[src/rtl/core/cbbr_pkg.sv]
`timescale 1ns / 1ps
`default_nettype none
// ----------------------------------------------------------------------------
// cbbr_pkg
// Shared types, constants and credit helpers of the batch reorderer.
// ----------------------------------------------------------------------------
package cbbr_pkg;

    // stack depth default
    localparam int unsigned MAX_BATCH_DEF = 64;

    // field widths
    localparam int unsigned TAG_W     = 32;
    localparam int unsigned SIZE_W    = 32;
    localparam int unsigned LSIZE_W   = 13;
    localparam int unsigned LCRED_W   = 2;
    localparam int unsigned HCRED_W   = 7;
    localparam int unsigned SUM_W     = 14;
    localparam int unsigned RUN_W     = 24;
    localparam int unsigned BATCH_W   = 7;
    localparam int unsigned KIND_W    = 2;

    localparam int unsigned LIGHT_W = TAG_W + LSIZE_W + LCRED_W;
    localparam int unsigned HEAVY_W = TAG_W + SIZE_W + HCRED_W;

    // divider: |credit_sum| * 256 needs 22 bits
    localparam int unsigned DIV_NUM_W  = SUM_W + 8;
    localparam int unsigned DIV_STEPS  = DIV_NUM_W;
    localparam int unsigned DIV_CNT_W  = $clog2(DIV_STEPS);

    // register reset and map
    localparam logic [BATCH_W-1:0] BATCH_RESET = 7'd64;
    localparam int unsigned PADDR_W = 3;
    localparam logic REG_BATCH_SIZE = 1'b0;

    // result kinds
    localparam logic [KIND_W-1:0] KIND_PUSH_OK  = 2'd0;
    localparam logic [KIND_W-1:0] KIND_POP_OK   = 2'd1;
    localparam logic [KIND_W-1:0] KIND_POP_NONE = 2'd2;
    localparam logic [KIND_W-1:0] KIND_PUSH_OVF = 2'd3;

    // heavy credit by highest set bit of the size
    localparam logic [HCRED_W-1:0] HEAVY_CREDIT [32] = '{
        7'd0,  7'd0,  7'd0,  7'd0,  7'd0,  7'd0,  7'd0,  7'd0,
        7'd0,  7'd0,  7'd0,  7'd0,  7'd0,  7'd1,  7'd4,  7'd8,
        7'd8,  7'd8,  7'd16, 7'd30, 7'd35, 7'd40, 7'd45, 7'd50,
        7'd55, 7'd60, 7'd60, 7'd60, 7'd60, 7'd60, 7'd60, 7'd0
    };

    // request to the correction divider
    typedef struct packed {
        logic                      start;
        logic signed [SUM_W-1:0]   credit_sum;
        logic [BATCH_W-1:0]        divisor;
    } t_div_req;

    function automatic logic [4:0] top_bit(input logic [SIZE_W-1:0] v);
        logic [4:0] idx;
        idx = 5'd0;
        for (int i = 0; i < 32; i++) begin
            if (v[i]) idx = 5'(i);
        end
        return idx;
    endfunction

    function automatic logic [HCRED_W-1:0] heavy_credit(input logic [SIZE_W-1:0] v);
        return HEAVY_CREDIT[top_bit(v)];
    endfunction

endpackage
`default_nettype wire

[src/rtl/core/cbbr_div.sv]
`timescale 1ns / 1ps
`default_nettype none
// ----------------------------------------------------------------------------
// cbbr_div
// Restoring divider for the batch correction: -credit_sum * 256 / divisor,
// truncating toward zero, one quotient bit per cycle.
// ----------------------------------------------------------------------------
module cbbr_div (
    input  wire logic                                  i_clk,
    input  wire logic                                  i_rst_n,
    input  wire cbbr_pkg::t_div_req                    i_req,
    output logic                                       o_done,
    output logic signed [cbbr_pkg::RUN_W-1:0]          o_quot
);

    localparam int unsigned NW = cbbr_pkg::DIV_NUM_W;
    localparam int unsigned BW = cbbr_pkg::BATCH_W;

    logic                              r_busy;
    logic                              r_done;
    logic [cbbr_pkg::DIV_CNT_W-1:0]    r_cnt;
    logic [NW-1:0]                     r_num;
    logic [NW-1:0]                     r_quot;
    logic [BW-1:0]                     r_rem;
    logic [BW-1:0]                     r_div;
    logic                              r_neg;

    logic [cbbr_pkg::SUM_W-1:0]        w_mag;
    logic [BW:0]                       w_rem_sh;
    logic                              w_fit;
    logic [BW:0]                       w_rem_sub;
    logic [cbbr_pkg::RUN_W-1:0]        w_q_ext;

    // magnitude of the credit sum; quotient is negative when the sum is positive
    assign w_mag = i_req.credit_sum[cbbr_pkg::SUM_W-1]
                 ? (cbbr_pkg::SUM_W)'(-i_req.credit_sum) : i_req.credit_sum;

    // one restoring step
    assign w_rem_sh  = {r_rem, r_num[NW-1]};
    assign w_fit     = (w_rem_sh >= {1'b0, r_div});
    assign w_rem_sub = w_rem_sh - {1'b0, r_div};

    always_ff @(posedge i_clk) begin
        if (!i_rst_n) begin
            r_busy <= 1'b0;
            r_done <= 1'b0;
            r_cnt  <= '0;
        end else begin
            r_done <= 1'b0;
            if (i_req.start) begin
                r_busy <= 1'b1;
                r_cnt  <= '0;
            end else if (r_busy) begin
                r_cnt <= r_cnt + 1'b1;
                if (r_cnt == (cbbr_pkg::DIV_CNT_W)'(cbbr_pkg::DIV_STEPS - 1)) begin
                    r_busy <= 1'b0;
                    r_done <= 1'b1;
                end
            end
        end
    end

    // datapath
    always_ff @(posedge i_clk) begin
        if (i_req.start) begin
            r_num  <= {w_mag, 8'd0};
            r_quot <= '0;
            r_rem  <= '0;
            r_div  <= i_req.divisor;
            r_neg  <= (i_req.credit_sum > 0);
        end else if (r_busy) begin
            r_num  <= {r_num[NW-2:0], 1'b0};
            r_quot <= {r_quot[NW-2:0], w_fit};
            r_rem  <= w_fit ? w_rem_sub[BW-1:0] : w_rem_sh[BW-1:0];
        end
    end

    assign w_q_ext = (cbbr_pkg::RUN_W)'(r_quot);
    assign o_quot  = r_neg ? $signed(-w_q_ext) : $signed(w_q_ext);
    assign o_done  = r_done;

endmodule
`default_nettype wire

[config.mk]
export PLATFORM = sky130hd
export DESIGN_NAME = cbbr_div
export DESIGN_NICKNAME = d
export VERILOG_FILES = /design/src/rtl/core/cbbr_pkg.sv /design/src/rtl/core/cbbr_div.sv
export SDC_FILE = /design/constraint.sdc
export NUM_CORES = 1
export LEC_CHECK = 0
export BUFFER_PORTS_ARGS = -buffer_cell sky130_fd_sc_hd__buf_2
export CAP_MARGIN = 10
export CORE_MARGIN = 2
export CORE_UTILIZATION = 52
export CTS_CLUSTER_DIAMETER = 80
export CTS_CLUSTER_SIZE = 12
export DETAILED_ROUTE_END_ITERATION = 12
export PLACE_DENSITY = 0.86
export SYNTH_ARGS = -nofsm -noshare
export SYNTH_HDL_FRONTEND = slang
export SYNTH_SLANG_ARGS = --single-unit
export TNS_END_PERCENT = 20
[constraint.sdc]
create_clock -name i_clk -period 2.1 [get_ports i_clk]
set_input_delay 0.105 -clock i_clk [delete_from_list [all_inputs] [get_ports i_clk]]
set_output_delay 0.105 -clock i_clk [all_outputs]
set_load 0.005 [all_outputs]
After elaboration in Yosys (flattened, before gate mapping)
Cells that the tools add are included.
{ "totals": {"regBits": 58, "in_bits": 24, "out_inout_bits": 25, "word_cells": 29} }
{ "op_classes": {"n_lt_le_gt_ge": 2, "bitwise_logic": 2, "n_reduce_logical": 3, "mux": 9, "eq_ne": 1, "n_addsub": 4} }
{ "ops": {"columns": ["op", "n"], "rows": [
  ["two-way mux 22 bit", 2],
  ["two-way mux 24 bit", 1],
  ["negation 22 -> 24 bit", 1],
  ["greater-than comparator 14 x 1 -> 1 bit (second input constant)", 1],
  ["two-way mux 14 bit", 1],
  ["negation 14 bit", 1],
  [">= comparator 8 x 7 -> 1 bit", 1],
  ["two-way mux 7 bit", 1],
  ["subtractor 7 bit", 1],
  ["adder 5 x 1 -> 5 bit (second input constant)", 1],
  ["equality test 5 bit (second input constant)", 1],
  ["two-way mux 1 bit", 4],
  ["OR reduction 3 bit", 1],
  ["NOT 1 bit", 2],
  ["nonzero test 2 bit", 1],
  ["OR reduction 2 bit", 1]
]} }

Logic depth before layout (Yosys ltp)
Gate-level depths: netlist of run 1.
{ "depth": {"depth_word": 4, "depth_mapped": 8, "depth_no_buf": 8} }

Worst setup path after synthesis of run 1
OpenSTA, ideal clock, no wires.
{ "synth_timing": {"path_kind": "reg-to-reg", "startpoint": "reg r_num[21]", "endpoint": "reg r_rem[0]", "setup_ps": 79, "arrival_time_ps": 2177, "t_required_ps": 2021, "stages_incl_launch_ff": 9, "path_buffers": 0, "setup_slack_ps": -157, "path_cell_list": "edfxtp_1 > inv_1 > ha_1 > fa_1 > nand2b_1 > o2bb2ai_1 > o211ai_2 > mux2_2 > a211oi_2"} }
{ "synth_via": {"elab_chain_len": 2, "word_cells_on_any_way": 3} }
{ "synth_rtl": {"columns": ["element", "line_no", "rtl"], "rows": [
  ["start: declaration", "cbbr_div.sv:22", "logic [NW-1:0] r_num;"],
  ["start signal: assignment", "cbbr_div.sv:66", "r_num <= {w_mag, 8'd0};"],
  ["start signal: assignment", "cbbr_div.sv:72", "r_num <= {r_num[NW-2:0], 1'b0};"],
  ["subtractor 7 bit / >= comparator 8 x 7 -> 1 bit (equally long branches)", "cbbr_div.sv:41, cbbr_div.sv:40", null],
  ["two-way mux 7 bit *", "cbbr_div.sv:74", "r_rem <= w_fit ? w_rem_sub[BW-1:0] : w_rem_sh[BW-1:0];"],
  ["end signal: assignment", "cbbr_div.sv:74", null],
  ["end: declaration", "cbbr_div.sv:24", "logic [BW-1:0] r_rem;"]
]} }
Every way passes the cells marked *; elsewhere a longest branch is shown, timed or not.
A chain may end at the register's enable or synchronous reset.

Worst setup path after layout of run 1
{ "layout_timing": {"startpoint": "reg r_quot[10]", "endpoint": "out o_quot[17] (netlist name)"} }
{ "layout_via": {"elab_chain_len": 2} }
{ "layout_rtl": {"columns": ["element", "line_no", "rtl"], "rows": [
  ["start: declaration", "cbbr_div.sv:23", "logic [NW-1:0] r_quot;"],
  ["start signal: assignment", "cbbr_div.sv:73", "r_quot <= {r_quot[NW-2:0], w_fit};"],
  ["negation 22 -> 24 bit", "cbbr_div.sv:79", "assign o_quot = r_neg ? $signed(-w_q_ext) : $signed(w_q_ext);"],
  ["two-way mux 24 bit", "cbbr_div.sv:79", null],
  ["end: declaration", "cbbr_div.sv:13", "output logic signed [cbbr_pkg::RUN_W-1:0] o_quot"]
]} }
Every way passes these cells.

==> metrics, run 1 <==
reg2reg path depth 7; post-synthesis sequential area ratio 0.4209; DRT iter0 DRCs 122; Routed Antenna Nets 0; num ports 49; first-pass GRT wire length 12090 um; worst-path maximum fanout 4; RePlAce Congestion 0.9634; RSZ-0062 raised after global routing true; Setup crit end kind primary output; Internal 2.103 mW; failing checks negative setup slack; Post-Syn Instances 350; worst-case clock skew 9.378 ps; total grt overflow 0; Post-Syn Nets 386; final WL 7434 um; Clock Sinks 58; final cell count without fillers 493; Inserted Clock Buffers 9; Comb pwr share 0.183; Root Driver clkbuf_8; storage element area 1389 um^2; largest net degree at the start of global routing 53; # diodes 0; Psw 766.6 uW; CTS tree built; Post-Place Cells 466; outcome complete, but fails checks; Fillers 475; sw frac 0.2671; HPWL after DPL 4935 um; vias in the first global route 2651; fin. max-slew vios 0; nets@finish 449; clock-pin transition on the worst setup and hold timing paths 70 ps; core area 6026 um^2; Leak Pwr 1.722 nW; Syn Area/Cell 9.377 um^2; Synth-to-Final Area Change 22.07%; worst skew pair latency 330 ps; power share of the clock group 0.374; Worst Path Arrival 2120 ps; Worst IR Drop VDD 474.1 uV; DRC Markers 0; Worst Tran Pin Value 676.3 ps; Netlist cell types 48; die area 6963 um^2; Max Cap Viol 0; htree depth 3; worst setup margin -121.0 ps; hold path depth 2; PwrDens 716.3 nW/um^2; fin crit share 1.058; via count of the routed design 2774; pre-CTS setup slack -4.894 ps; Syn. warnings 0; required time worst endpoint 2000 ps; highest clock rate 0.4503 GHz; clk buf depth 2; Worst setup SP type register; first drt pass iteration count 4; Via density 5.627; die height 83.45 um; area of the multi-input gates 1817 um^2; Starting Density 0.5446; PortBufs 48; FP Rows 28; final setup vio count 9; Avg WL per Cell 15.08 um; setup TNS -620.7 ps; initial antenna violation count 0; total global-route track usage 0.2133; Fin. Hold Viols 0; Seq pwr share 0.442; Yosys reg bits 58; Die Wd 83.45 um; async set-reset flop share out of synthesis 0; number of synthesized flops with an enable pin 22; minimum clock period 2221 ps; Most used DFF post-synth dfxtp_1; Hold Crit Class input port to register; max-slew headroom at the worst pin 0.5491; critical path class register to primary output; share of cells above drive strength 1 0.2392; Cell Area, Synth 3282 um^2
-- through the flow --
step | area [um^2] | power (mW) | hold WS, ps | util
floorplan | 3311 | 1.621 | 203.9 | -
CTS | 3988 | 2.874 | 11.61 | 0.6618
global route | 4006 | 2.987 | 40.65 | 0.6649
finish | 4006 | 2.870 | 23.34 | 0.6649
detailed placement | 3647 | 1.778 | 283.8 | 0.6053
global placement | 3647 | 1.757 | 281.2 | 0.6053
-- sequential cells by signal, summed over array words and instances (netlist names) --
| signal | flops |
|---|---|
| r_neg | 1 |
| o_done | 1 |
| r_rem | 7 |
| r_num | 14 |
| r_busy | 1 |
| r_cnt | 5 |
| r_quot | 22 |
| r_div | 7 |
-- cells in the final DEF, fill, tap and decap left out, types with 7 or more instances in the layout --
master,netlist,final
nand2_1,19,19
buf_4,1,12
xor2_1,12,12
xnor2_1,26,26
nor2_1,56,56
nor3_1,8,8
mux2i_1,27,26
inv_1,21,21
clkbuf_8,0,13
dfxtp_1,36,32
a21oi_1,17,17
dlygate4sd3_1,0,7
buf_2,1,48
o31ai_1,10,9
o21ai_0,15,15
ha_1,11,10
edfxtp_1,22,22
-- worst paths after layout --
| kind | start | endpoint | slack [ps] |
|---|---|---|---|
| worst max-delay path | r_quot[10]$_SDFFE_PP0P_ | o_quot[17] | -120 |
| worst min register to register | r_rem[3]$_SDFFE_PP0P_ | r_rem[3]$_SDFFE_PP0P_ | 490 |
| worst max register to register | r_rem[4]$_SDFFE_PP0P_ | r_rem[1]$_SDFFE_PP0P_ | 40 |
| worst min-delay path | i_rst_n | r_busy$_SDFF_PN0_ | 20 |
-- cell usage after synthesis, types with 2 or more instances --
| cell | instances | area share |
|---|---|---|
| o31a_1 | 2 | 0.0053 |
| buf_1 | 6 | 0.0069 |
| nor4_1 | 3 | 0.0057 |
| o41ai_1 | 2 | 0.0053 |
| nor2b_1 | 3 | 0.0057 |
| a21oi_1 | 17 | 0.026 |
| nand3b_1 | 2 | 0.0046 |
| o31ai_1 | 10 | 0.023 |
| clkbuf_1 | 8 | 0.0092 |
| mux2i_1 | 27 | 0.082 |
| inv_1 | 21 | 0.024 |
| nand3_1 | 3 | 0.0046 |
| edfxtp_1 | 22 | 0.20 |
| nand4b_1 | 2 | 0.0053 |
| ha_1 | 11 | 0.042 |
| xor2_1 | 12 | 0.032 |
| nand2_1 | 19 | 0.022 |
| nand2b_1 | 7 | 0.013 |
| nand4_1 | 5 | 0.0095 |
| a211oi_1 | 3 | 0.0069 |
| dfxtp_1 | 36 | 0.22 |
| xnor2_1 | 26 | 0.069 |
| o21ai_0 | 15 | 0.023 |
| nor3_1 | 8 | 0.012 |
| nor2_1 | 56 | 0.064 |
| a211oi_2 | 2 | 0.0076 |
-- worst max-delay path, cell delays in order, from the launching register on --
cell,delay (ps)
dfxtp_4,340
or4_4,540
nor3_4,210
nand4_2,160
o41ai_2,270
xnor2_1,150
buf_2,120
-- area by class of cell --
type	count	area share
Clock inverter	2	0.003123
Sequential cell	58	0.3467
Inverter	21	0.01968
Tap cell	75	0.02342
Clock buffer	14	0.05091
Timing Repair Buffer	68	0.1027
Multi-Input combinational cell	255	0.4535
-- logic make-up (layout without fill, tap and decap cells) --
| kind of cell | after synthesis | after routing | share of synthesized area |
|---|---|---|---|
| simple gates | 116 | 116 | 0.1742 |
| compound gates | 61 | 61 | 0.1258 |
| flops | 58 | 58 | 0.4209 |
| xor+xnor | 38 | 38 | 0.1014 |
| buf+inv | 37 | 105 | 0.04384 |
| mux | 28 | 28 | 0.08578 |
| fa+ha+maj | 12 | 12 | 0.04804 |
-- timing repair --
action,in CTS,in global routing
resized for setup,7,5
pin swaps,5,2
setup buffers,4,0
endpoints found under the hold margin,7,0
endpoints found under the setup margin,14,21
hold buffers,7,0
-- routing by layer --
layer,GRT usage,part of all wire,vias to the layer above
met5,0,0,-
met4,0.08358,0.019,0
met3,0.04970,0.038,16
met2,0.3702,0.50,76
met1,0.2557,0.44,1337
li1,-,-,1345
-- power groups by stage --
stage | Combinational, mW | Sequential, mW | Clock [mW]
floorplan | 0.345 | 1.28 | 0
finish | 0.527 | 1.27 | 1.07
global placement | 0.468 | 1.29 | 0
global route | 0.575 | 1.27 | 1.14
CTS | 0.508 | 1.27 | 1.10
detailed placement | 0.487 | 1.29 | 0
(Power assumes the default switching activity.)
==> run 2, diff against run 1 <==
--- a/config.mk
+++ b/config.mk
@@ -8,11 +8,11 @@
 export BUFFER_PORTS_ARGS = -buffer_cell sky130_fd_sc_hd__buf_2
 export CAP_MARGIN = 10
 export CORE_MARGIN = 2
-export CORE_UTILIZATION = 52
+export CORE_UTILIZATION = 57
 export CTS_CLUSTER_DIAMETER = 80
 export CTS_CLUSTER_SIZE = 12
 export DETAILED_ROUTE_END_ITERATION = 12
-export PLACE_DENSITY = 0.86
+export PLACE_DENSITY = 0.89
 export SYNTH_ARGS = -nofsm -noshare
 export SYNTH_HDL_FRONTEND = slang
 export SYNTH_SLANG_ARGS = --single-unit
==> constraint.sdc (replaced) <==
create_clock -name i_clk -period 2.35 [get_ports i_clk]
set_input_delay 0.1175 -clock i_clk [delete_from_list [all_inputs] [get_ports i_clk]]
set_output_delay 0.1175 -clock i_clk [all_outputs]
set_load 0.005 [all_outputs]
==> metrics, run 2 (synthesis gave the netlist of run 1 again) <==
minimum clock period 2270 ps; Fin. Hold Viols 0 (unchanged); Root Driver clkbuf_8; final setup vio count 0 (-9); Worst Tran Pin Value 728.8 ps (+52.49 ps); Internal 1.773 mW (-16%); hold path depth 2 (unchanged); Worst setup SP type register; critical path class register to primary output; worst-path maximum fanout 4 (unchanged); Worst IR Drop VDD 410.1 uV (-14%); clock-pin transition on the worst setup and hold timing paths 60 ps (about the same); fin crit share 0.9661; Die Wd 79.88 um (-4.3%); highest clock rate 0.4405 GHz; pre-CTS setup slack 161.5 ps (+166.4 ps); Routed Antenna Nets 0 (unchanged); Max Cap Viol 0 (unchanged); Setup crit end kind primary output; first-pass GRT wire length 11750 um (-2.8%); vias in the first global route 2584 (-2.5%); sw frac 0.2702 (+0.003099); RSZ-0062 raised after global routing true; die height 79.88 um (-4.3%); htree depth 3 (unchanged); clk buf depth 2 (unchanged); FP Rows 27 (-3.6%); Synth-to-Final Area Change 16.66%; CTS tree built; final cell count without fillers 481 (-2.4%); required time worst endpoint 2230 ps (+230 ps); PortBufs 48 (unchanged); HPWL after DPL 4815 um (-2.4%); via count of the routed design 2668 (-3.8%); worst-case clock skew 8.635 ps (-0.7427 ps); Worst Path Arrival 2150 ps (+30 ps); Leak Pwr 1.626 nW (-5.5%); biggest regs r_quot x22, r_num x14; share of cells above drive strength 1 0.1883 (-0.05097); reg2reg path depth 8 (+1); num ports 49 (unchanged); outcome complete, no violations; worst skew pair latency 330 ps (about the same); Avg WL per Cell 14.77 um (-2.0%); RePlAce Congestion 0.8669 (-10%); Psw 656.6 uW (-14%); Via density 5.547 (-1.4%); fin util 0.6911 (+0.02619); power share of the clock group 0.356 (-0.018); Seq pwr share 0.467 (+0.025); Comb pwr share 0.177 (-0.006); # diodes 0 (unchanged); setup TNS 0 ps (+620.7 ps); Post-Place Cells 458 (-1.7%); initial antenna violation count 0 (unchanged); DRC Markers 0 (unchanged); max FFs per register 22 (unchanged); final WL 7106 um (-4.4%); die area 6381 um^2 (-8.4%); leading cell type in the layout, fill and taps excluded nor2_1; most frequent cells in the layout nor2_1 (56), buf_2 (48), dfxtp_1 (33); total grt overflow 0 (unchanged); fin. max-slew vios 0 (unchanged); Inserted Clock Buffers 9 (unchanged); Hold Crit Class input port to register; total global-route track usage 0.2351 (+0.02180); max-slew headroom at the worst pin 0.5141 (-0.03499); DRT iter0 DRCs 196 (+61%); Clock Sinks 58 (unchanged); PwrDens 634.6 nW/um^2 (-11%); Most flops, register r_quot; Starting Density 0.5924 (+0.04772); post-CTS setup buffer count 0 (-4); core area 5540 um^2 (-8.1%); largest net degree at the start of global routing 45 (-15%); first drt pass iteration count 4 (unchanged); worst setup margin 79.61 ps (+200.6 ps); nets@finish 440 (-2.0%)
-- run 2: timing repair --
action / 4_1_cts / 5_1_grt
endpoints found under the setup margin: 0 / 8
resized for setup: 0 / 3
endpoints found under the hold margin: 7 / 0
hold buffers: 7 / 0
-- run 2: area by class of cell --
cell class | count | area [um^2]
tap | 72 | 90.09
fill | 434 | 1712
sequential | 58 | 1385
clock inverter | 4 | 42.54
inverter | 21 | 78.83
clock buffer | 12 | 135.1
timing repair buffer | 59 | 340.3
multi-input combinational | 255 | 1757
-- run 2: final timing paths --
path / endpoint / start / slack, ps
min reg2reg: r_rem[5]$_SDFFE_PP0P_ / r_rem[5]$_SDFFE_PP0P_ / 480
max reg2reg: r_rem[0]$_SDFFE_PP0P_ / r_num[21]$_DFFE_PP_ / 100
max: o_quot[17] / r_quot[11]$_SDFFE_PP0P_ / 80
min: r_busy$_SDFF_PN0_ / i_rst_n / 30
-- run 2: routing by layer --
metal	vias to the layer above	wire length [um]	GRT usage
met5	-	0	0
met4	0	142	0.09831
met3	12	176	0.03846
met2	50	3535	0.3833
met1	1280	3251	0.3092
li1	1326	-	-
-- run 2: critical path, cell delays in order (launching register included) --
cell	delay (ps)
dfxtp_2	330
or4_4	560
nor3_4	210
nand4_2	170
o41ai_2	270
xnor2_1	150
buf_2	130
-- run 2: per-stage QoR --
stage                     instance area (um^2)  power, mW  hold slack, ps
after floorplan                           3282      1.435           216.4
after global placement                    3577      1.543           294.9
after detailed placement                  3577      1.563           296.1
after CTS                                 3825      2.434           11.40
after global routing                      3829      2.530           55.67
final                                     3829      2.430           31.74
-- run 2: power groups by stage --
stage	sequential [mW]	combinational, mW	clock, mW
after detailed placement	1.16	0.408	0
after floorplan	1.14	0.295	0
after CTS	1.13	0.425	0.876
after global routing	1.14	0.472	0.917
after global placement	1.15	0.390	0
final	1.13	0.430	0.865
